==> src/rtl/eirc_pkg.sv <==
// ----------------------------------------------------------------------------
// eirc_pkg
// Shared constants, verdict codes and inter-module types of the Ethernet /
// IPv4 receive classifier.
// ----------------------------------------------------------------------------
package eirc_pkg;

  localparam int MAX_FRAME_BYTES_DEF = 2048;
  localparam int QUEUE_DEPTH_DEF     = 2;

  localparam int ETH_HDR    = 14;
  localparam int IP_MIN_HDR = 20;

  localparam int IPLEN_W = 16;
  localparam int FLEN_W  = 12;
  localparam int POFF_W  = 7;
  localparam int PLEN_W  = 12;

  localparam int CFG_AW = 5;
  localparam int CFG_DW = 64;

  localparam logic [1:0] REG_OWN_MAC   = 2'd0;
  localparam logic [1:0] REG_OWN_IP    = 2'd1;
  localparam logic [1:0] REG_IF_ENABLE = 2'd2;

  localparam logic [15:0] ETYPE_IPV4  = 16'h0800;
  localparam logic [15:0] ETYPE_ARP   = 16'h0806;
  localparam logic [3:0]  IP_VERSION4 = 4'd4;
  localparam logic [7:0]  PROTO_ICMP  = 8'd1;
  localparam logic [7:0]  PROTO_TCP   = 8'd6;
  localparam logic [7:0]  PROTO_UDP   = 8'd17;
  localparam logic [7:0]  BYTE_ONES   = 8'hFF;
  localparam logic [15:0] CSUM_GOOD   = 16'hFFFF;
  localparam logic [31:0] IP_BCAST    = 32'hFFFF_FFFF;

  typedef enum logic [3:0] {
    V_SHORT,
    V_MAC_MISS,
    V_ARP,
    V_OTHER_TYPE,
    V_BAD_VERSION,
    V_BAD_HLEN,
    V_BAD_TLEN,
    V_BAD_CSUM,
    V_NOT_OURS,
    V_ICMP,
    V_UDP,
    V_TCP,
    V_UNKNOWN
  } verdict_t;

  typedef struct packed {
    logic [47:0] own_mac;
    logic [31:0] own_ip;
    logic        if_enable;
  } cfg_t;

  typedef struct packed {
    logic               short_frame;
    logic [FLEN_W-1:0]  byte_cnt;
    logic [IPLEN_W-1:0] ip_len;
    logic               mac_ok;
    logic [15:0]        frame_type;
    logic [47:0]        src_mac;
    logic [7:0]         version_ihl;
    logic [15:0]        ip_tot_len;
    logic [15:0]        csum;
    logic [31:0]        dst_ip;
    logic [31:0]        src_ip;
    logic [7:0]         protocol;
  } frame_sum_t;

endpackage

==> src/rtl/eirc_in_if.sv <==
// ----------------------------------------------------------------------------
// eirc_in_if
// Frame byte channel: valid/ready handshake with byte and last-byte mark.
// ----------------------------------------------------------------------------
interface eirc_in_if;
  logic       valid;
  logic       ready;
  logic [7:0] frame_byte;
  logic       end_of_frame;

  modport source (output valid, output frame_byte, output end_of_frame, input ready);
  modport sink   (input valid, input frame_byte, input end_of_frame, output ready);
endinterface

==> src/rtl/eirc_out_if.sv <==
// ----------------------------------------------------------------------------
// eirc_out_if
// Verdict channel: valid/ready handshake with one classification per frame.
// ----------------------------------------------------------------------------
interface eirc_out_if;
  import eirc_pkg::*;

  logic               valid;
  logic               ready;
  verdict_t           verdict;
  logic               learn_valid;
  logic [31:0]        source_ip;
  logic [47:0]        source_mac;
  logic [POFF_W-1:0]  payload_offset;
  logic [PLEN_W-1:0]  payload_length;
  logic [FLEN_W-1:0]  frame_length;

  modport source (output valid, output verdict, output learn_valid, output source_ip,
                  output source_mac, output payload_offset, output payload_length,
                  output frame_length, input ready);
  modport sink   (input valid, input verdict, input learn_valid, input source_ip,
                  input source_mac, input payload_offset, input payload_length,
                  input frame_length, output ready);
endinterface

==> src/rtl/eth_ipv4_rx_classifier_unit.sv <==
// ----------------------------------------------------------------------------
// eth_ipv4_rx_classifier_unit
// Ethernet / IPv4 receive header classifier: one verdict per frame received while enabled.
// ----------------------------------------------------------------------------
// Throughput: one frame byte per cycle while the summary queue is not full, set by the byte parser's field update.
// The summary of a frame is written into the summary queue when its last byte is
//   accepted, then loaded into the verdict output register once that register is free.
// The summary queue holds QUEUE_DEPTH frames; input stalls only when it is full.
// Reset: synchronous, active low; configuration clears to zero (interface off),
//   frame state returns to idle, queue empties.
// ----------------------------------------------------------------------------
module eth_ipv4_rx_classifier_unit #(
  parameter int MAX_FRAME_BYTES = eirc_pkg::MAX_FRAME_BYTES_DEF,
  parameter int QUEUE_DEPTH     = eirc_pkg::QUEUE_DEPTH_DEF
) (
  input  logic                         clk,
  input  logic                         rst_n,
  input  logic                         psel,
  input  logic                         penable,
  input  logic                         pwrite,
  input  logic [eirc_pkg::CFG_AW-1:0]  paddr,
  input  logic [eirc_pkg::CFG_DW-1:0]  pwdata,
  output logic [eirc_pkg::CFG_DW-1:0]  prdata,
  output logic                         pready,
  eirc_in_if.sink                      in_ch,
  eirc_out_if.source                   out_ch
);
  import eirc_pkg::*;

  cfg_t       cfg;
  logic       q_push;
  logic       q_full;
  logic       q_pop;
  logic       q_valid;
  frame_sum_t q_wdata;
  frame_sum_t q_head;

  eirc_cfg_regs u_cfg (
    .clk     (clk),
    .rst_n   (rst_n),
    .psel    (psel),
    .penable (penable),
    .pwrite  (pwrite),
    .paddr   (paddr),
    .pwdata  (pwdata),
    .prdata  (prdata),
    .pready  (pready),
    .cfg     (cfg)
  );

  eirc_front #(
    .MAX_FRAME_BYTES (MAX_FRAME_BYTES)
  ) u_front (
    .clk    (clk),
    .rst_n  (rst_n),
    .in_ch  (in_ch),
    .cfg    (cfg),
    .q_full (q_full),
    .q_push (q_push),
    .q_data (q_wdata)
  );

  eirc_queue #(
    .DEPTH (QUEUE_DEPTH)
  ) u_queue (
    .clk       (clk),
    .rst_n     (rst_n),
    .push      (q_push),
    .push_data (q_wdata),
    .full      (q_full),
    .pop       (q_pop),
    .valid     (q_valid),
    .head      (q_head)
  );

  eirc_back u_back (
    .clk     (clk),
    .rst_n   (rst_n),
    .q_valid (q_valid),
    .q_head  (q_head),
    .q_pop   (q_pop),
    .own_ip  (cfg.own_ip),
    .out_ch  (out_ch)
  );

endmodule

==> src/rtl/eirc_cfg_regs.sv <==
// ----------------------------------------------------------------------------
// eirc_cfg_regs
// APB-style register file: own MAC, own IP and interface enable.
// ----------------------------------------------------------------------------
module eirc_cfg_regs (
  input  logic                         clk,
  input  logic                         rst_n,
  input  logic                         psel,
  input  logic                         penable,
  input  logic                         pwrite,
  input  logic [eirc_pkg::CFG_AW-1:0]  paddr,
  input  logic [eirc_pkg::CFG_DW-1:0]  pwdata,
  output logic [eirc_pkg::CFG_DW-1:0]  prdata,
  output logic                         pready,
  output eirc_pkg::cfg_t               cfg
);
  import eirc_pkg::*;

  logic [47:0] own_mac_r, own_mac_nxt;
  logic [31:0] own_ip_r, own_ip_nxt;
  logic        if_enable_r, if_enable_nxt;
  logic [1:0]  reg_idx;
  logic        wr_en;

  assign pready  = 1'b1;
  assign reg_idx = paddr[CFG_AW-1:3];
  assign wr_en   = psel && penable && pwrite && pready;

  always_comb begin
    own_mac_nxt   = own_mac_r;
    own_ip_nxt    = own_ip_r;
    if_enable_nxt = if_enable_r;
    if (wr_en) begin
      case (reg_idx)
        REG_OWN_MAC:   own_mac_nxt   = pwdata[47:0];
        REG_OWN_IP:    own_ip_nxt    = pwdata[31:0];
        REG_IF_ENABLE: if_enable_nxt = pwdata[0];
        default: ;
      endcase
    end
  end

  always_comb begin
    case (reg_idx)
      REG_OWN_MAC:   prdata = {16'd0, own_mac_r};
      REG_OWN_IP:    prdata = {32'd0, own_ip_r};
      REG_IF_ENABLE: prdata = {63'd0, if_enable_r};
      default:       prdata = '0;
    endcase
  end

  always_ff @(posedge clk) begin
    if (!rst_n) begin
      own_mac_r   <= '0;
      own_ip_r    <= '0;
      if_enable_r <= 1'b0;
    end else begin
      own_mac_r   <= own_mac_nxt;
      own_ip_r    <= own_ip_nxt;
      if_enable_r <= if_enable_nxt;
    end
  end

  assign cfg.own_mac   = own_mac_r;
  assign cfg.own_ip    = own_ip_r;
  assign cfg.if_enable = if_enable_r;

endmodule

==> src/rtl/eirc_front.sv <==
// ----------------------------------------------------------------------------
// eirc_front
// Byte parser: tracks frame position, captures header fields, folds the
// IPv4 header checksum and pushes one frame summary per last byte while enabled.
// ----------------------------------------------------------------------------
module eirc_front #(
  parameter int MAX_FRAME_BYTES = eirc_pkg::MAX_FRAME_BYTES_DEF
) (
  input  logic                 clk,
  input  logic                 rst_n,
  eirc_in_if.sink              in_ch,
  input  eirc_pkg::cfg_t       cfg,
  input  logic                 q_full,
  output logic                 q_push,
  output eirc_pkg::frame_sum_t q_data
);
  import eirc_pkg::*;

  localparam int CNT_W = $clog2(MAX_FRAME_BYTES + 1);

  logic [CNT_W-1:0] cnt_r, cnt_upd;
  logic             mac_ours_r, mac_ours_upd;
  logic             mac_bcast_r, mac_bcast_upd;
  logic [15:0]      ftype_r, ftype_upd;
  logic [47:0]      smac_r, smac_upd;
  logic [7:0]       vihl_r, vihl_upd;
  logic [15:0]      tlen_r, tlen_upd;
  logic [15:0]      csum_r, csum_upd;
  logic [7:0]       held_r, held_upd;
  logic [31:0]      dip_r, dip_upd;
  logic [31:0]      sip_r, sip_upd;
  logic [7:0]       proto_r, proto_upd;

  logic             accept;
  logic             take;
  logic [7:0]       b;
  logic [CNT_W-1:0] pos;
  logic [CNT_W-1:0] ip_pos;
  logic [5:0]       hlen;
  logic [7:0]       mine;
  logic [16:0]      csum_add;

  assign in_ch.ready = !q_full;
  assign accept      = in_ch.valid && in_ch.ready;
  assign b           = in_ch.frame_byte;
  assign pos         = cnt_r;
  assign take        = cnt_r < CNT_W'(MAX_FRAME_BYTES);
  assign ip_pos      = cnt_r - CNT_W'(ETH_HDR);
  assign hlen        = {vihl_r[3:0], 2'b00};
  assign csum_add    = {1'b0, csum_r} + {1'b0, held_r, b};

  always_comb begin
    case (pos[2:0])
      3'd0:    mine = cfg.own_mac[47:40];
      3'd1:    mine = cfg.own_mac[39:32];
      3'd2:    mine = cfg.own_mac[31:24];
      3'd3:    mine = cfg.own_mac[23:16];
      3'd4:    mine = cfg.own_mac[15:8];
      default: mine = cfg.own_mac[7:0];
    endcase
  end

  always_comb begin
    cnt_upd       = cnt_r;
    mac_ours_upd  = mac_ours_r;
    mac_bcast_upd = mac_bcast_r;
    ftype_upd     = ftype_r;
    smac_upd      = smac_r;
    vihl_upd      = vihl_r;
    tlen_upd      = tlen_r;
    csum_upd      = csum_r;
    held_upd      = held_r;
    dip_upd       = dip_r;
    sip_upd       = sip_r;
    proto_upd     = proto_r;
    if (take) begin
      cnt_upd = cnt_r + 1'b1;
      if (pos < CNT_W'(6)) begin
        if (b != mine)      mac_ours_upd  = 1'b0;
        if (b != BYTE_ONES) mac_bcast_upd = 1'b0;
      end else if (pos < CNT_W'(12)) begin
        smac_upd = {smac_r[39:0], b};
      end else if (pos < CNT_W'(ETH_HDR)) begin
        ftype_upd = {ftype_r[7:0], b};
      end else begin
        if (ip_pos == CNT_W'(0)) begin
          vihl_upd = b;
        end else if (ip_pos == CNT_W'(2) || ip_pos == CNT_W'(3)) begin
          tlen_upd = {tlen_r[7:0], b};
        end else if (ip_pos == CNT_W'(9)) begin
          proto_upd = b;
        end else if (ip_pos >= CNT_W'(12) && ip_pos < CNT_W'(16)) begin
          sip_upd = {sip_r[23:0], b};
        end else if (ip_pos >= CNT_W'(16) && ip_pos < CNT_W'(IP_MIN_HDR)) begin
          dip_upd = {dip_r[23:0], b};
        end
        if (!ip_pos[0]) begin
          held_upd = b;
        end else if (ip_pos < {{(CNT_W-6){1'b0}}, hlen}) begin
          csum_upd = csum_add[15:0] + {15'd0, csum_add[16]};
        end
      end
    end
  end

  assign q_push = accept && cfg.if_enable && in_ch.end_of_frame;

  always_comb begin
    q_data.short_frame = cnt_upd < CNT_W'(ETH_HDR);
    q_data.byte_cnt    = FLEN_W'(cnt_upd);
    q_data.ip_len      = IPLEN_W'(cnt_upd - CNT_W'(ETH_HDR));
    q_data.mac_ok      = mac_ours_upd || mac_bcast_upd;
    q_data.frame_type  = ftype_upd;
    q_data.src_mac     = smac_upd;
    q_data.version_ihl = vihl_upd;
    q_data.ip_tot_len  = tlen_upd;
    q_data.csum        = csum_upd;
    q_data.dst_ip      = dip_upd;
    q_data.src_ip      = sip_upd;
    q_data.protocol    = proto_upd;
  end

  always_ff @(posedge clk) begin
    if (!rst_n || (accept && (!cfg.if_enable || in_ch.end_of_frame))) begin
      cnt_r       <= '0;
      mac_ours_r  <= 1'b1;
      mac_bcast_r <= 1'b1;
      ftype_r     <= '0;
      smac_r      <= '0;
      vihl_r      <= '0;
      tlen_r      <= '0;
      csum_r      <= '0;
      held_r      <= '0;
      dip_r       <= '0;
      sip_r       <= '0;
      proto_r     <= '0;
    end else if (accept) begin
      cnt_r       <= cnt_upd;
      mac_ours_r  <= mac_ours_upd;
      mac_bcast_r <= mac_bcast_upd;
      ftype_r     <= ftype_upd;
      smac_r      <= smac_upd;
      vihl_r      <= vihl_upd;
      tlen_r      <= tlen_upd;
      csum_r      <= csum_upd;
      held_r      <= held_upd;
      dip_r       <= dip_upd;
      sip_r       <= sip_upd;
      proto_r     <= proto_upd;
    end
  end

endmodule

==> src/rtl/eirc_queue.sv <==
// ----------------------------------------------------------------------------
// eirc_queue
// Short register queue of frame summaries between parser and verdict stage.
// ----------------------------------------------------------------------------
module eirc_queue #(
  parameter int DEPTH = eirc_pkg::QUEUE_DEPTH_DEF
) (
  input  logic                 clk,
  input  logic                 rst_n,
  input  logic                 push,
  input  eirc_pkg::frame_sum_t push_data,
  output logic                 full,
  input  logic                 pop,
  output logic                 valid,
  output eirc_pkg::frame_sum_t head
);
  import eirc_pkg::*;

  localparam int PTR_W = (DEPTH > 1) ? $clog2(DEPTH) : 1;
  localparam int CNT_W = $clog2(DEPTH + 1);

  frame_sum_t       mem_r [DEPTH];
  logic [PTR_W-1:0] wr_ptr_r, wr_ptr_nxt;
  logic [PTR_W-1:0] rd_ptr_r, rd_ptr_nxt;
  logic [CNT_W-1:0] count_r, count_nxt;

  assign full  = count_r == CNT_W'(DEPTH);
  assign valid = count_r != '0;
  assign head  = mem_r[rd_ptr_r];

  always_comb begin
    wr_ptr_nxt = wr_ptr_r;
    rd_ptr_nxt = rd_ptr_r;
    count_nxt  = count_r;
    if (push) begin
      wr_ptr_nxt = (wr_ptr_r == PTR_W'(DEPTH - 1)) ? '0 : wr_ptr_r + 1'b1;
    end
    if (pop) begin
      rd_ptr_nxt = (rd_ptr_r == PTR_W'(DEPTH - 1)) ? '0 : rd_ptr_r + 1'b1;
    end
    if (push && !pop) begin
      count_nxt = count_r + 1'b1;
    end else if (pop && !push) begin
      count_nxt = count_r - 1'b1;
    end
  end

  always_ff @(posedge clk) begin
    if (!rst_n) begin
      wr_ptr_r <= '0;
      rd_ptr_r <= '0;
      count_r  <= '0;
    end else begin
      wr_ptr_r <= wr_ptr_nxt;
      rd_ptr_r <= rd_ptr_nxt;
      count_r  <= count_nxt;
    end
  end

  always_ff @(posedge clk) begin
    if (push) begin
      mem_r[wr_ptr_r] <= push_data;
    end
  end

  a_no_push_full: assert property (@(posedge clk) disable iff (!rst_n)
    push |-> (count_r != CNT_W'(DEPTH)))
    else $error("push into full queue");

  a_no_pop_empty: assert property (@(posedge clk) disable iff (!rst_n)
    pop |-> (count_r != '0))
    else $error("pop from empty queue");

  a_count_up: assert property (@(posedge clk) disable iff (!rst_n)
    (push && !pop) |=> (count_r == $past(count_r) + 1'b1))
    else $error("queue count did not advance on push");

endmodule

==> src/rtl/eirc_back.sv <==
// ----------------------------------------------------------------------------
// eirc_back
// Verdict stage: judges the queued frame summary and holds the result in
// the output register until the sink takes it.
// ----------------------------------------------------------------------------
module eirc_back (
  input  logic                 clk,
  input  logic                 rst_n,
  input  logic                 q_valid,
  input  eirc_pkg::frame_sum_t q_head,
  output logic                 q_pop,
  input  logic [31:0]          own_ip,
  eirc_out_if.source           out_ch
);
  import eirc_pkg::*;

  logic                out_valid_r, out_valid_nxt;
  verdict_t            verdict_r, verdict_c;
  logic                learn_r, learn_c;
  logic [31:0]         sip_r, sip_c;
  logic [47:0]         smac_r, smac_c;
  logic [POFF_W-1:0]   poff_r, poff_c;
  logic [PLEN_W-1:0]   plen_r, plen_c;
  logic [FLEN_W-1:0]   flen_r;

  logic [5:0]          hlen;
  logic [IPLEN_W-1:0]  hlen_w;
  logic                load;

  assign hlen   = {q_head.version_ihl[3:0], 2'b00};
  assign hlen_w = IPLEN_W'(hlen);
  assign load   = q_valid && (!out_valid_r || out_ch.ready);
  assign q_pop  = load;

  always_comb begin
    verdict_c = V_SHORT;
    learn_c   = 1'b0;
    sip_c     = '0;
    smac_c    = '0;
    poff_c    = '0;
    plen_c    = '0;
    if (!q_head.short_frame) begin
      smac_c = q_head.src_mac;
      if (!q_head.mac_ok) begin
        verdict_c = V_MAC_MISS;
      end else if (q_head.frame_type == ETYPE_ARP) begin
        verdict_c = V_ARP;
      end else if (q_head.frame_type != ETYPE_IPV4) begin
        verdict_c = V_OTHER_TYPE;
      end else begin
        if (q_head.ip_len >= IPLEN_W'(IP_MIN_HDR)) begin
          learn_c = 1'b1;
          sip_c   = q_head.src_ip;
        end
        if (q_head.ip_len < IPLEN_W'(IP_MIN_HDR)) begin
          verdict_c = V_BAD_HLEN;
        end else if (q_head.version_ihl[7:4] != IP_VERSION4) begin
          verdict_c = V_BAD_VERSION;
        end else if (hlen < 6'(IP_MIN_HDR) || hlen_w > q_head.ip_len) begin
          verdict_c = V_BAD_HLEN;
        end else if (q_head.ip_tot_len > q_head.ip_len || q_head.ip_tot_len < hlen_w) begin
          verdict_c = V_BAD_TLEN;
        end else if (q_head.csum != CSUM_GOOD) begin
          verdict_c = V_BAD_CSUM;
        end else if (q_head.dst_ip != own_ip && q_head.dst_ip != IP_BCAST &&
                     own_ip != '0) begin
          verdict_c = V_NOT_OURS;
        end else begin
          case (q_head.protocol)
            PROTO_ICMP: verdict_c = V_ICMP;
            PROTO_UDP:  verdict_c = V_UDP;
            PROTO_TCP:  verdict_c = V_TCP;
            default:    verdict_c = V_UNKNOWN;
          endcase
          poff_c = POFF_W'(ETH_HDR) + POFF_W'(hlen);
          plen_c = PLEN_W'(q_head.ip_tot_len - hlen_w);
        end
      end
    end
  end

  always_comb begin
    out_valid_nxt = out_valid_r;
    if (load) begin
      out_valid_nxt = 1'b1;
    end else if (out_ch.ready) begin
      out_valid_nxt = 1'b0;
    end
  end

  always_ff @(posedge clk) begin
    if (!rst_n) begin
      out_valid_r <= 1'b0;
    end else begin
      out_valid_r <= out_valid_nxt;
    end
  end

  always_ff @(posedge clk) begin
    if (load) begin
      verdict_r <= verdict_c;
      learn_r   <= learn_c;
      sip_r     <= sip_c;
      smac_r    <= smac_c;
      poff_r    <= poff_c;
      plen_r    <= plen_c;
      flen_r    <= q_head.byte_cnt;
    end
  end

  assign out_ch.valid          = out_valid_r;
  assign out_ch.verdict        = verdict_r;
  assign out_ch.learn_valid    = learn_r;
  assign out_ch.source_ip      = sip_r;
  assign out_ch.source_mac     = smac_r;
  assign out_ch.payload_offset = poff_r;
  assign out_ch.payload_length = plen_r;
  assign out_ch.frame_length   = flen_r;

  a_poff_only_accepted: assert property (@(posedge clk) disable iff (!rst_n)
    (out_valid_r && poff_r != '0) |->
      (verdict_r == V_ICMP || verdict_r == V_UDP || verdict_r == V_TCP ||
       verdict_r == V_UNKNOWN))
    else $error("payload offset on a rejected frame");

  a_learn_only_ipv4: assert property (@(posedge clk) disable iff (!rst_n)
    (out_valid_r && learn_r) |->
      (verdict_r != V_SHORT && verdict_r != V_MAC_MISS && verdict_r != V_ARP &&
       verdict_r != V_OTHER_TYPE))
    else $error("learn flagged on a non-IPv4 frame");

  a_short_no_mac: assert property (@(posedge clk) disable iff (!rst_n)
    (out_valid_r && verdict_r == V_SHORT) |-> (smac_r == '0 && !learn_r))
    else $error("short frame carries source fields");

endmodule

==> src/flat_wrapper.sv <==
// flat-port wrapper written by rule: the top's interface ports become plain ports
module eth_ipv4_rx_classifier_unit_flat import eirc_pkg::*;
#(
  parameter int MAX_FRAME_BYTES = eirc_pkg::MAX_FRAME_BYTES_DEF,
  parameter int QUEUE_DEPTH     = eirc_pkg::QUEUE_DEPTH_DEF
)
  (clk, rst_n, psel, penable, pwrite, paddr, pwdata, prdata, pready, in_ch_valid, in_ch_frame_byte, in_ch_end_of_frame, in_ch_ready, out_ch_valid, out_ch_verdict, out_ch_learn_valid, out_ch_source_ip, out_ch_source_mac, out_ch_payload_offset, out_ch_payload_length, out_ch_frame_length, out_ch_ready);
  eirc_in_if in_ch_i ();
  eirc_out_if out_ch_i ();
  input  logic clk;
  input  logic rst_n;
  input  logic psel;
  input  logic penable;
  input  logic pwrite;
  input  logic [eirc_pkg::CFG_AW-1:0] paddr;
  input  logic [eirc_pkg::CFG_DW-1:0] pwdata;
  output logic [eirc_pkg::CFG_DW-1:0] prdata;
  output logic pready;
  input wire logic [$bits(in_ch_i.valid)-1:0] in_ch_valid;
  input wire logic [$bits(in_ch_i.frame_byte)-1:0] in_ch_frame_byte;
  input wire logic [$bits(in_ch_i.end_of_frame)-1:0] in_ch_end_of_frame;
  output wire logic [$bits(in_ch_i.ready)-1:0] in_ch_ready;
  output wire logic [$bits(out_ch_i.valid)-1:0] out_ch_valid;
  output wire logic [$bits(out_ch_i.verdict)-1:0] out_ch_verdict;
  output wire logic [$bits(out_ch_i.learn_valid)-1:0] out_ch_learn_valid;
  output wire logic [$bits(out_ch_i.source_ip)-1:0] out_ch_source_ip;
  output wire logic [$bits(out_ch_i.source_mac)-1:0] out_ch_source_mac;
  output wire logic [$bits(out_ch_i.payload_offset)-1:0] out_ch_payload_offset;
  output wire logic [$bits(out_ch_i.payload_length)-1:0] out_ch_payload_length;
  output wire logic [$bits(out_ch_i.frame_length)-1:0] out_ch_frame_length;
  input wire logic [$bits(out_ch_i.ready)-1:0] out_ch_ready;
  assign in_ch_i.valid = in_ch_valid;
  assign in_ch_i.frame_byte = in_ch_frame_byte;
  assign in_ch_i.end_of_frame = in_ch_end_of_frame;
  assign in_ch_ready = in_ch_i.ready;
  assign out_ch_valid = out_ch_i.valid;
  assign out_ch_verdict = out_ch_i.verdict;
  assign out_ch_learn_valid = out_ch_i.learn_valid;
  assign out_ch_source_ip = out_ch_i.source_ip;
  assign out_ch_source_mac = out_ch_i.source_mac;
  assign out_ch_payload_offset = out_ch_i.payload_offset;
  assign out_ch_payload_length = out_ch_i.payload_length;
  assign out_ch_frame_length = out_ch_i.frame_length;
  assign out_ch_i.ready = out_ch_ready;
  eth_ipv4_rx_classifier_unit #(.MAX_FRAME_BYTES(MAX_FRAME_BYTES), .QUEUE_DEPTH(QUEUE_DEPTH)) u_core (.clk(clk), .rst_n(rst_n), .psel(psel), .penable(penable), .pwrite(pwrite), .paddr(paddr), .pwdata(pwdata), .prdata(prdata), .pready(pready), .in_ch(in_ch_i), .out_ch(out_ch_i));
endmodule
==> config.mk <==
export PLATFORM = sky130hd
export DESIGN_NAME = eth_ipv4_rx_classifier_unit_flat
export DESIGN_NICKNAME = d
export VERILOG_FILES = /design/src/rtl/eirc_pkg.sv /design/src/rtl/eirc_in_if.sv /design/src/rtl/eirc_out_if.sv /design/src/rtl/eth_ipv4_rx_classifier_unit.sv /design/src/rtl/eirc_cfg_regs.sv /design/src/rtl/eirc_front.sv /design/src/rtl/eirc_queue.sv /design/src/rtl/eirc_back.sv /design/src/flat_wrapper.sv
export SDC_FILE = /design/constraint.sdc
export NUM_CORES = 1
export LEC_CHECK = 0
export BUFFER_PORTS_ARGS = -buffer_cell sky130_fd_sc_hd__buf_2
export CAP_MARGIN = 20
export CORE_MARGIN = 2
export CORE_UTILIZATION = 35
export CTS_BUF_LIST = sky130_fd_sc_hd__clkbuf_8 sky130_fd_sc_hd__clkbuf_16
export DETAILED_ROUTE_END_ITERATION = 16
export PLACE_DENSITY = 0.58
export SKIP_CTS_REPAIR_TIMING = 1
export SYNTH_ARGS = -nofsm -noshare
export SYNTH_HDL_FRONTEND = slang
export SYNTH_SLANG_ARGS = --single-unit
==> constraint.sdc <==
create_clock -name clk -period 12.5 [get_ports clk]
set_input_delay 1.875 -clock clk [delete_from_list [all_inputs] [get_ports clk]]
set_output_delay 1.875 -clock clk [all_outputs]
set_load 0.02 [all_outputs]
==> flow_summary.toml, run 1 <==
[hold_path]
min_delay_worst_endpoint = "u_core.u_front.sip_r[30]"
hp-class = "reg2reg"
whs_path_depth = 2
hp-start = "u_core.u_front.sip_r[30]"

[synthesis]
yosys.area.top_type = "edfxtp_1"
syn_area_mm2 = 0.0350
synthArstFlopShare_pct = 0
synth-edff-count = 519
synthAdderAreaFrac_pct = 2.08
synth_commonest_cells = "nand2_1 (526), edfxtp_1 (519), dfxtp_1 (285), nor2_1 (221), mux2i_1 (199)"
synth-compound-area-share_pct = 7.26
yosysSeqAreaShare_pct = 60.8
synth.area.top_cells = "edfxtp_1 (44%), dfxtp_1 (16%), mux2_2 (5.9%)"
yosysMostFrequentCell = "nand2_1"
synth_top_family_by_area = "simple AND/OR/NAND/NOR gates"
synthXorXnorAreaFrac_pct = 2.60
synth_cell_types = 80
synthSimpleGateAreaFrac_pct = 12.8
synth_area_per_cell_um2 = 11.7
synth_seq_cells = 804
synth_top_area_share_pct = 44.5
yosysWarnings = 0
synth-main-ff-cell = "edfxtp_1"
synthCells = 2988
muxShareOfSynthArea_pct = 11.6

[sta]
max_freq_mhz = 149
period_needed_ps = 6730
fin_skew_ps = 35.9
slew_violations = 0
worst_pin_slew_ps = 1360
tns_ps = 0
min_period_over_period_pct = 53.8
relSlewSlack_pct = 9.36
setup_viol = 0
hold_viol_final = 0
timing.final.ws_setup_ps = 5770
rsz0062_at_grt = "no"

[cells_and_area]
final_cells = 4534
syn2layout_area_growth_pct = 14.9
fill_cells = 9449
regArea_mm2 = 0.0213
drive_above_1_share_pct = 18.8
postLayoutCoreUtil_pct = 40.4
fin_nets = 3303
multi_input_area_mm2 = 0.0129

[run_status]
outcome = "complete, no violations"

[place]
preCtsSetupSlack_ps = 5000
gp_congestion = 0.850
place_inst = 4368
io_buffers = 230
dp_hpwl_um = 55000

[global_routing]
grt_max_degree = 199
overflow = 0
antenna_found_initial = 4
grt_usage_pct = 16.5
grt_pass1_vias = 21842
grt_pass1_wl_um = 131000

[die]
rows = 116
die_h_um = 320
dieArea_mm2 = 0.103
coreArea_mm2 = 0.0997
die_w_um = 320
ios = 268
start_util_pct = 35.1

[worst_setup_path]
path_class = "in2reg"
r2r_cells = 13
critPathMaxFanout = 10
startpoint_type = "primary input"
timing.rr.end = "u_core.u_back.out_ch.payload_offset[6]"
r2r_slack_ps = 7450
worstPathArrival_ps = 7110
cp.required_ps = 12880
end_kind = "flip-flop"
cp-startpoint = "in_ch_frame_byte[1]"

[clock_tree]
h-tree-depth = 3
clockBufferDepth = 3
cts-root-buf = "clkbuf_16"
clock_sinks = 804
cts_tree = "built"
insertion_delay_ps = 670
clk_pin_slew_ps = 60
numCtsBuffers = 87

[routing]
postRouteAntennaNets = 0
wirelength_um = 85900
wl_per_cell_um = 18.9
vias = 22544
drc = 0
drt_iter0_markers = 1563
dr.pass1.iters = 5
viasPerCell = 4.97

[power_and_ir_drop]
leakagePower_nw = 14.5
max-vdd-ir-drop_v = 0.000116
p_total_mw = 6.80
p_per_area_mw_per_mm2 = 169

[flow_run]
maxCapViolCount = 0
cell families (layout without fill, tap and decap cells):
group	Yosys count	after routing
xor gates and xnor gates	104	104
and+or+nand+nor	1003	1003
muxes	383	383
buffers and inverters	228	459
other	2	19
AOI/OAI and AO/OA	407	407
adders and majority gates	57	57
DFF	804	804
metal layers:
layer,track usage (%),up-vias,share of wire (%)
met5,0,-,0.035
met4,5.30,4,2.6
met3,3.06,134,5.3
met2,26.9,560,47
met1,22.0,10870,45
li1,-,10976,-
cell type report:
cell class	count	share of cell area (%)
diodes	1	0.00621
clock buffers	97	5.86
clock inverters	66	1.35
inverters	39	0.364
multi-input cells	1972	31.9
flip-flops and latches	804	52.9
well taps	1298	4.03
repair buffers	257	3.57
report_power, final:
group | leakage [nW] | internal (mW) | switching, mW
clock network | 1.51 | 1.51 | 1.08
registers | 7.46 | 3.02 | 0.0749
logic | 5.55 | 0.343 | 0.770
total | 14.5 | 4.87 | 1.92
cells in the final DEF, fill, tap and decap left out, drive strengths merged, types with 5 or more instances in the layout:
master	instances
nor3b	6
o211ai	14
clkinv	29
a31oi	7
mux2i	199
nor3	30
inv	65
o21ai	48
nand2	527
clkbuf	97
a21oi	186
a21o	8
xnor2	72
nor2b	19
nand3	34
buf	257
xor2	32
and2	29
a211oi	11
conb	18
o21a	5
nand2b	8
dfxtp	285
mux2	184
a222oi	8
and3	17
nor2	226
a21boi	82
bufinv	7
ha	55
nor4	32
nand3b	6
nand4	33
a22oi	13
or3	9
edfxtp	519
through the flow:
stage / instance area [µm²] / hold slack (ps)
2_1_floorplan: 35100 / 428
3_3_place_gp: 37300 / 435
3_5_place_dp: 37300 / 441
4_1_cts: 40200 / 449
5_1_grt: 40300 / 467
6_report: 40300 / 447
how the worst max path moves through the flow:
| stage | slack, ps | to | cells past startpoint |
|---|---|---|---|
| final | 5770 | u_core.u_queue.mem_r[0][82] | 21 |
| after global routing | 5370 | u_core.u_queue.mem_r[1][82] | 21 |
| after CTS | 5700 | u_core.u_queue.mem_r[0][82] | 21 |
| after detailed placement | 5000 | u_core.u_queue.mem_r[0][82] | 21 |
| after global placement | 5050 | u_core.u_queue.mem_r[0][82] | 21 |
| after floorplan | 950 | u_core.u_queue.wr_ptr_r | 5 |
state kept, by name, indices dropped and copies added (netlist names), 16 cells and up, named ones only:
signal / count
u_core.u_back.out_ch.source_ip: 32
u_core.u_front.dip_r: 32
u_core.u_front.csum_r: 16
u_core.u_back.out_ch.source_mac: 48
u_core.u_front.sip_r: 32
u_core.u_front.ftype_r: 16
u_core.u_front.smac_r: 48
u_core.u_cfg.own_ip_r: 32
u_core.u_front.tlen_r: 16
u_core.u_cfg.own_mac_r: 48
u_core.u_queue.mem_r: 404
worst max-delay path, cell delays in order:
cell and delay, ps:
buf_2 310, clkinv_1 650, fa_1 680, nand2b_1 190, a211o_1 320, a21oi_1 230
o31a_1 210, o21a_1 120, o21ai_0 70, nand2b_1 80, a21o_1 120, ha_1 170
ha_1 210, nand3b_1 80, mux2_2 290, nand4bb_1 300, nor4_2 430, mux2_2 400
a21oi_1 140, nand2b_1 120, o21ai_1 80
No activity file was read; power rests on OpenSTA's default activity.
==> inputs of run 2 (changes only) <==
==> constraint.sdc (replaced) <==
create_clock -name clk -period 6.9 [get_ports clk]
set_input_delay 1.035 -clock clk [delete_from_list [all_inputs] [get_ports clk]]
set_output_delay 1.035 -clock clk [all_outputs]
set_load 0.02 [all_outputs]
==> run 2 against run 1 <==
Via count increased by 0.28%. Sequential power increased by 81%. Sequential share of layout area decreased by 0.19 points. Critical path type unchanged. Largest cell class unchanged. Highest routed layer unchanged.
==> flow_summary.toml, run 2 (synthesized netlist as in run 1, its figures left out) <==
[worst_setup_path]
r2r-start = "u_core.u_front.csum_r[0]"
path_class = "in2reg"
end_kind = "flip-flop"
critPathMaxStageDelay_ps = 420
slowest_stage = "fa_1"
r2r_slack_ps = 2000
cp.required_ps = 7290
worstPathArrival_ps = 5510
timing.rr.end = "u_core.u_queue.mem_r[1][82]"
cp-startpoint = "in_ch_frame_byte[0]"
r2r_cells = 21
crit_chain = "buf_2 -> ha_1 -> inv_1 -> fa_1 -> nand2b_1 -> a211o_1 -> a21oi_1 -> o31a_1 -> o21a_1 -> o21ai_0 -> nand2b_1 -> a21o_1 -> ha_1 -> ha_1 -> nand3_1 -> mux2_2 -> nand4bb_1 -> nor4_2 -> mux2_2 -> a21oi_1 -> nand2b_1 -> o21ai_1"
startpoint_type = "primary input"
critPathMaxFanout = 4

[power_and_ir_drop]
p_per_area_mw_per_mm2 = 306
max-vdd-ir-drop_v = 0.000329
leakagePower_nw = 14.6
p_total_mw = 12.4

[cells_and_area]
mostFrequentLayoutCells = "nand2_1 (525), edfxtp_1 (519), dfxtp_1 (284)"
top_register = "u_core.u_queue.mem_r"
postLayoutCoreUtil_pct = 40.5
syn2layout_area_growth_pct = 15.4
final_cells = 4544
drive_above_1_share_pct = 19.2
fin_nets = 3311
final_common_cell = "nand2_1"
largest_reg_flops = 404

[global_routing]
grt_usage_pct = 16.4
grt_max_degree = 199
antenna_found_initial = 7
overflow = 0
grt_pass1_wl_um = 130000
grt_pass1_vias = 21821

[clock_tree]
h-tree-depth = 3
cts_tree = "built"
clockBufferDepth = 3
insertion_delay_ps = 670
cts-root-buf = "clkbuf_16"
clock_sinks = 804
clk_pin_slew_ps = 60
numCtsBuffers = 88

[sta]
min_period_over_period_pct = 74.2
fin_skew_ps = 36.8
relSlewSlack_pct = 26.7
tns_ps = 0
rsz0062_at_grt = "no"
max_freq_mhz = 195
setup_viol = 0
period_needed_ps = 5120
hold_viol_final = 0
slew_violations = 0
worst_pin_slew_ps = 1100

[hold_path]
hp-start = "u_core.u_front.sip_r[24]"
min_delay_worst_endpoint = "u_core.u_front.sip_r[24]"
whs_path_depth = 2
hp-class = "reg2reg"

[place]
place_inst = 4376
io_buffers = 230
dp_hpwl_um = 55400
gp_congestion = 0.828

[routing]
drc = 0
postRouteAntennaNets = 0
wirelength_um = 85500
drt_iter0_markers = 1368
vias = 22606
dr.pass1.iters = 7
wl_per_cell_um = 18.8
viasPerCell = 4.97

[die]
die_h_um = 320
ios = 268
die_w_um = 320
rows = 116
coreArea_mm2 = 0.0997
dieArea_mm2 = 0.103
start_util_pct = 35.1

[run_status]
outcome = "complete, no violations"

[flow_run]
maxCapViolCount = 0
run 2: critical path, delay by kind of cell:
| kind | cells | cell delay, ps |
|---|---|---|
| and+or+nand+nor | 6 | 1180 |
| adders and majority gates | 4 | 980 |
| buffers and inverters | 2 | 250 |
| AOI/OAI and AO/OA | 8 | 1340 |
| muxes | 2 | 690 |
run 2: power breakdown:
group,total [mW],switching [mW],internal (mW)
clock,4.76,1.97,2.78
sequential,5.62,0.135,5.49
combinational,1.99,1.38,0.614
total,12.4,3.48,8.89
run 2: worst max path at each step:
stage	end	slack, ps
floorplan	u_core.u_queue.mem_r[1][0]	70
global placement	u_core.u_queue.mem_r[0][82]	1120
detailed placement	u_core.u_queue.mem_r[0][82]	1140
CTS	u_core.u_queue.mem_r[1][82]	1830
global route	u_core.u_queue.mem_r[1][82]	1380
finish	u_core.u_queue.mem_r[1][82]	1780
run 2: metrics by stage:
| step | cell area, µm² | worst slack, ps | hold WS, ps |
|---|---|---|---|
| floorplan | 35100 | 66.1 | 428 |
| detailed placement | 37400 | 1140 | 443 |
| CTS | 40400 | 1830 | 450 |
| global route | 40400 | 1380 | 467 |
| global placement | 37400 | 1120 | 434 |
| finish | 40400 | 1780 | 448 |
run 2: final cells by class:
type                    instances  area [µm²]
inverters                      39         146
well taps                    1298        1620
repair buffers                264        1490
clock inverters                55         453
clock buffers                 111        2550
fillers                      9454       59300
flip-flops and latches        804       21300
diodes                          1        2.50
multi-input cells            1972       12900
run 2: layer usage:
| metal | GRT usage (%) | vias to the layer above | wire length, µm |
|---|---|---|---|
| li1 | - | 11005 | - |
| met1 | 22.2 | 10933 | 39500 |
| met2 | 26.8 | 547 | 40000 |
| met3 | 3.00 | 109 | 4230 |
| met4 | 4.51 | 12 | 1660 |
| met5 | 0 | - | 72 |
==> inputs of run 3 (changes only) <==
--- a/config.mk
+++ b/config.mk
@@ -5,13 +5,14 @@
 export SDC_FILE = /design/constraint.sdc
 export NUM_CORES = 1
 export LEC_CHECK = 0
+export ABC_AREA = 1
 export BUFFER_PORTS_ARGS = -buffer_cell sky130_fd_sc_hd__buf_2
 export CAP_MARGIN = 20
 export CORE_MARGIN = 2
 export CORE_UTILIZATION = 35
 export CTS_BUF_LIST = sky130_fd_sc_hd__clkbuf_8 sky130_fd_sc_hd__clkbuf_16
 export DETAILED_ROUTE_END_ITERATION = 16
-export PLACE_DENSITY = 0.58
+export PLACE_DENSITY = 0.6
 export SKIP_CTS_REPAIR_TIMING = 1
 export SYNTH_ARGS = -nofsm -noshare
 export SYNTH_HDL_FRONTEND = slang
==> constraint.sdc (replaced) <==
create_clock -name clk -period 4.67 [get_ports clk]
set_input_delay 0.7005 -clock clk [delete_from_list [all_inputs] [get_ports clk]]
set_output_delay 0.7005 -clock clk [all_outputs]
set_load 0.02 [all_outputs]
==> run 3 against run 2 <==
Register-to-register slack lost 1400 ps. Clock power grew 46%. Final cell count grew 22%. Critical path depth shrank 7. Hold slack lost 140 ps. Synthesized area grew 1.8%. Sequential cell count is the same. Worst setup slack lost 1200 ps. Largest cell class unchanged. Sequential power grew 57%. Global-route usage grew 1.3 points.
==> flow_summary.toml, run 3 <==
[run_status]
outcome = "complete, no violations"

[synthesis]
synth_commonest_cells = "nand2_1 (886), inv_1 (560), edfxtp_1 (519), o21ai_0 (404), a21oi_1 (290)"
synth-main-ff-cell = "edfxtp_1"
yosysMostFrequentCell = "nand2_1"
yosys.area.top_type = "edfxtp_1"
synthArstFlopShare_pct = 0
yosysSeqAreaShare_pct = 59.7
yosysWarnings = 0
syn_area_mm2 = 0.0357
synth_top_area_share_pct = 43.7
synth.area.top_cells = "edfxtp_1 (44%), dfxtp_1 (16%), nand2_1 (9.3%)"
synth_seq_cells = 804
synthCells = 3922
synth_area_per_cell_um2 = 9.09
synth_cell_types = 58
synth-edff-count = 519

[sta]
relSlewSlack_pct = 27.9
hold_viol_final = 0
rsz0062_at_grt = "no"
slew_violations = 0
worst_pin_slew_ps = 1080
period_needed_ps = 4090
timing.final.ws_setup_ps = 584
tns_ps = 0
fin_skew_ps = 43.8
setup_viol = 0
max_freq_mhz = 245
hold_ws_ps = 312
min_period_over_period_pct = 87.5

[flow_run]
maxCapViolCount = 0

[worst_setup_path]
r2r_slack_ps = 580
worstPathArrival_ps = 4570
timing.rr.end = "u_core.u_back.out_ch.payload_offset[4]"
slowest_stage = "dfxtp_4"
crit_chain = "inv_4 -> or2_2 -> o21ai_0 -> inv_1 -> ha_1 -> fa_1 -> o21ai_0 -> nor2_1 -> nand2_1 -> nor3_1 -> a21oi_1 -> o21ai_2 -> nor3_4 -> nand2_2 -> nor3_1"
critPathMaxStageDelay_ps = 530
r2r_cells = 15
cp.required_ps = 5160
path_buf_inv = 2
crit_family = "simple AND/OR/NAND/NOR gates"
startpoint_type = "flip-flop"
end_kind = "flip-flop"
critPathMaxFanout = 24
path_class = "reg2reg"

[clock_tree]
numCtsBuffers = 84
cts-root-buf = "clkbuf_16"
clockBufferDepth = 3
insertion_delay_ps = 660
cts_tree = "built"
clk_pin_slew_ps = 60
clock_sinks = 804
h-tree-depth = 3

[place]
place_inst = 5381
dp_hpwl_um = 61600
preCtsSetupSlack_ps = 515
gp_congestion = 0.884
post_dp_cell_area_mm2 = 0.0381
io_buffers = 230

[global_routing]
antenna_found_initial = 12
overflow = 0
grt_pass1_wl_um = 143000
grt_max_degree = 163
grt_usage_pct = 17.7
grt_pass1_vias = 24947

[die]
die_h_um = 323
dieArea_mm2 = 0.104
ios = 268
die_w_um = 323
rows = 117
coreArea_mm2 = 0.101
start_util_pct = 35.2

[cells_and_area]
syn2layout_area_growth_pct = 15.2
multi_input_area_mm2 = 0.0115
top_register = "u_core.u_queue.mem_r"
mostFrequentLayoutCells = "nand2_1 (882), inv_1 (572), edfxtp_1 (519)"
design_area_mm2 = 0.0411
final_common_cell = "nand2_1"
fin_nets = 4241
regArea_mm2 = 0.0213
final_cells = 5541
drive_above_1_share_pct = 11.2
largest_reg_flops = 404
fill_cells = 9931

[hold_path]
min_delay_worst_endpoint = "u_core.u_cfg.own_mac_r[19]"
hp-start = "pwdata[19]"
whs_path_depth = 3
hp-class = "in2reg"

[routing]
drc = 0
viasPerCell = 4.81
top_layer = "met5"
dr.pass1.iters = 7
wirelength_um = 92900
route.met3.wl_um = 5790
drt_iter0_markers = 2294
postRouteAntennaNets = 0
vias = 26646
wl_met1_um = 41700
met2_length_um = 42900
wl_per_cell_um = 16.8

[power_and_ir_drop]
p_per_area_mw_per_mm2 = 500
max-vdd-ir-drop_v = 0.000525
leakagePower_nw = 17.5
run 3: changes by cell type in the layout (fill, tap and decap cells not counted), sizes merged, moves of 22 or more:
cell and change:
inv +512, o21ai +455, nand2 +361, mux2i -185
mux2 -184, a21oi +104, a21boi -81, xnor2 -67
nand3 +63, nor2 +56, o22ai +32, and2 -29
or2 +27, nor4 -22
run 3: worst max-delay path by stage:
stage | from | to | slack (ps) | depth (start not counted)
3_3_place_gp | in_ch_frame_byte[0] | u_core.u_queue.mem_r[0][81] | 560 | 24
4_1_cts | flip-flop | u_core.u_back.out_ch.payload_offset[4] | 600 | 15
2_1_floorplan | in_ch_valid | u_core.u_queue.mem_r[1][0] | -2250 | 5
6_report | flip-flop | u_core.u_back.out_ch.payload_offset[4] | 580 | 15
3_5_place_dp | in_ch_frame_byte[0] | u_core.u_queue.mem_r[0][81] | 520 | 24
5_1_grt | flip-flop | u_core.u_back.out_ch.payload_offset[4] | 250 | 15
run 3: per-layer routing:
metal	GRT usage, %	up-vias
met2	28.8	687
li1	-	13286
met5	0	-
met4	5.86	2
met3	2.70	150
met1	24.0	12521
run 3: cell type report:
cell class,instances,share of cell area [%]
clock inverters,58,1.56
well taps,1368,4.16
multi-input cells,2371,27.9
clock buffers,99,5.62
repair buffers,270,3.74
diodes,3,0.0183
flip-flops and latches,804,51.8
inverters,568,5.19
run 3: worst min-delay path: cells and delay by family:
family,cells,cell delay [ps]
and+or+nand+nor,2,120
buffers and inverters,1,90
run 3: cell families after synthesis:
| group | after synthesis | synth area share [%] |
|---|---|---|
| flops | 804 | 59.7 |
| xor+xnor | 33 | 0.810 |
| compound gates | 865 | 12.6 |
| other cells | 2 | 0.0211 |
| mux | 14 | 0.393 |
| simple gates | 1384 | 15.9 |
| fa+ha+maj | 57 | 2.04 |
| buf+inv | 763 | 8.50 |
run 3: where the power goes:
| part | total (mW) | switching [mW] | internal, mW |
|---|---|---|---|
| Sequential | 8.81 | 0.290 | 8.52 |
| Clock | 6.95 | 2.92 | 4.03 |
| Combinational | 4.81 | 3.48 | 1.32 |
| Total | 20.6 | 6.70 | 13.9 |
run 3: through the flow:
step | power, mW | utilization [%]
5_1_grt | 21.7 | 40.5
6_report | 20.6 | 40.5
4_1_cts | 20.8 | 40.5
2_1_floorplan | 12.3 | -
3_5_place_dp | 13.8 | 37.6
3_3_place_gp | 13.7 | 37.6
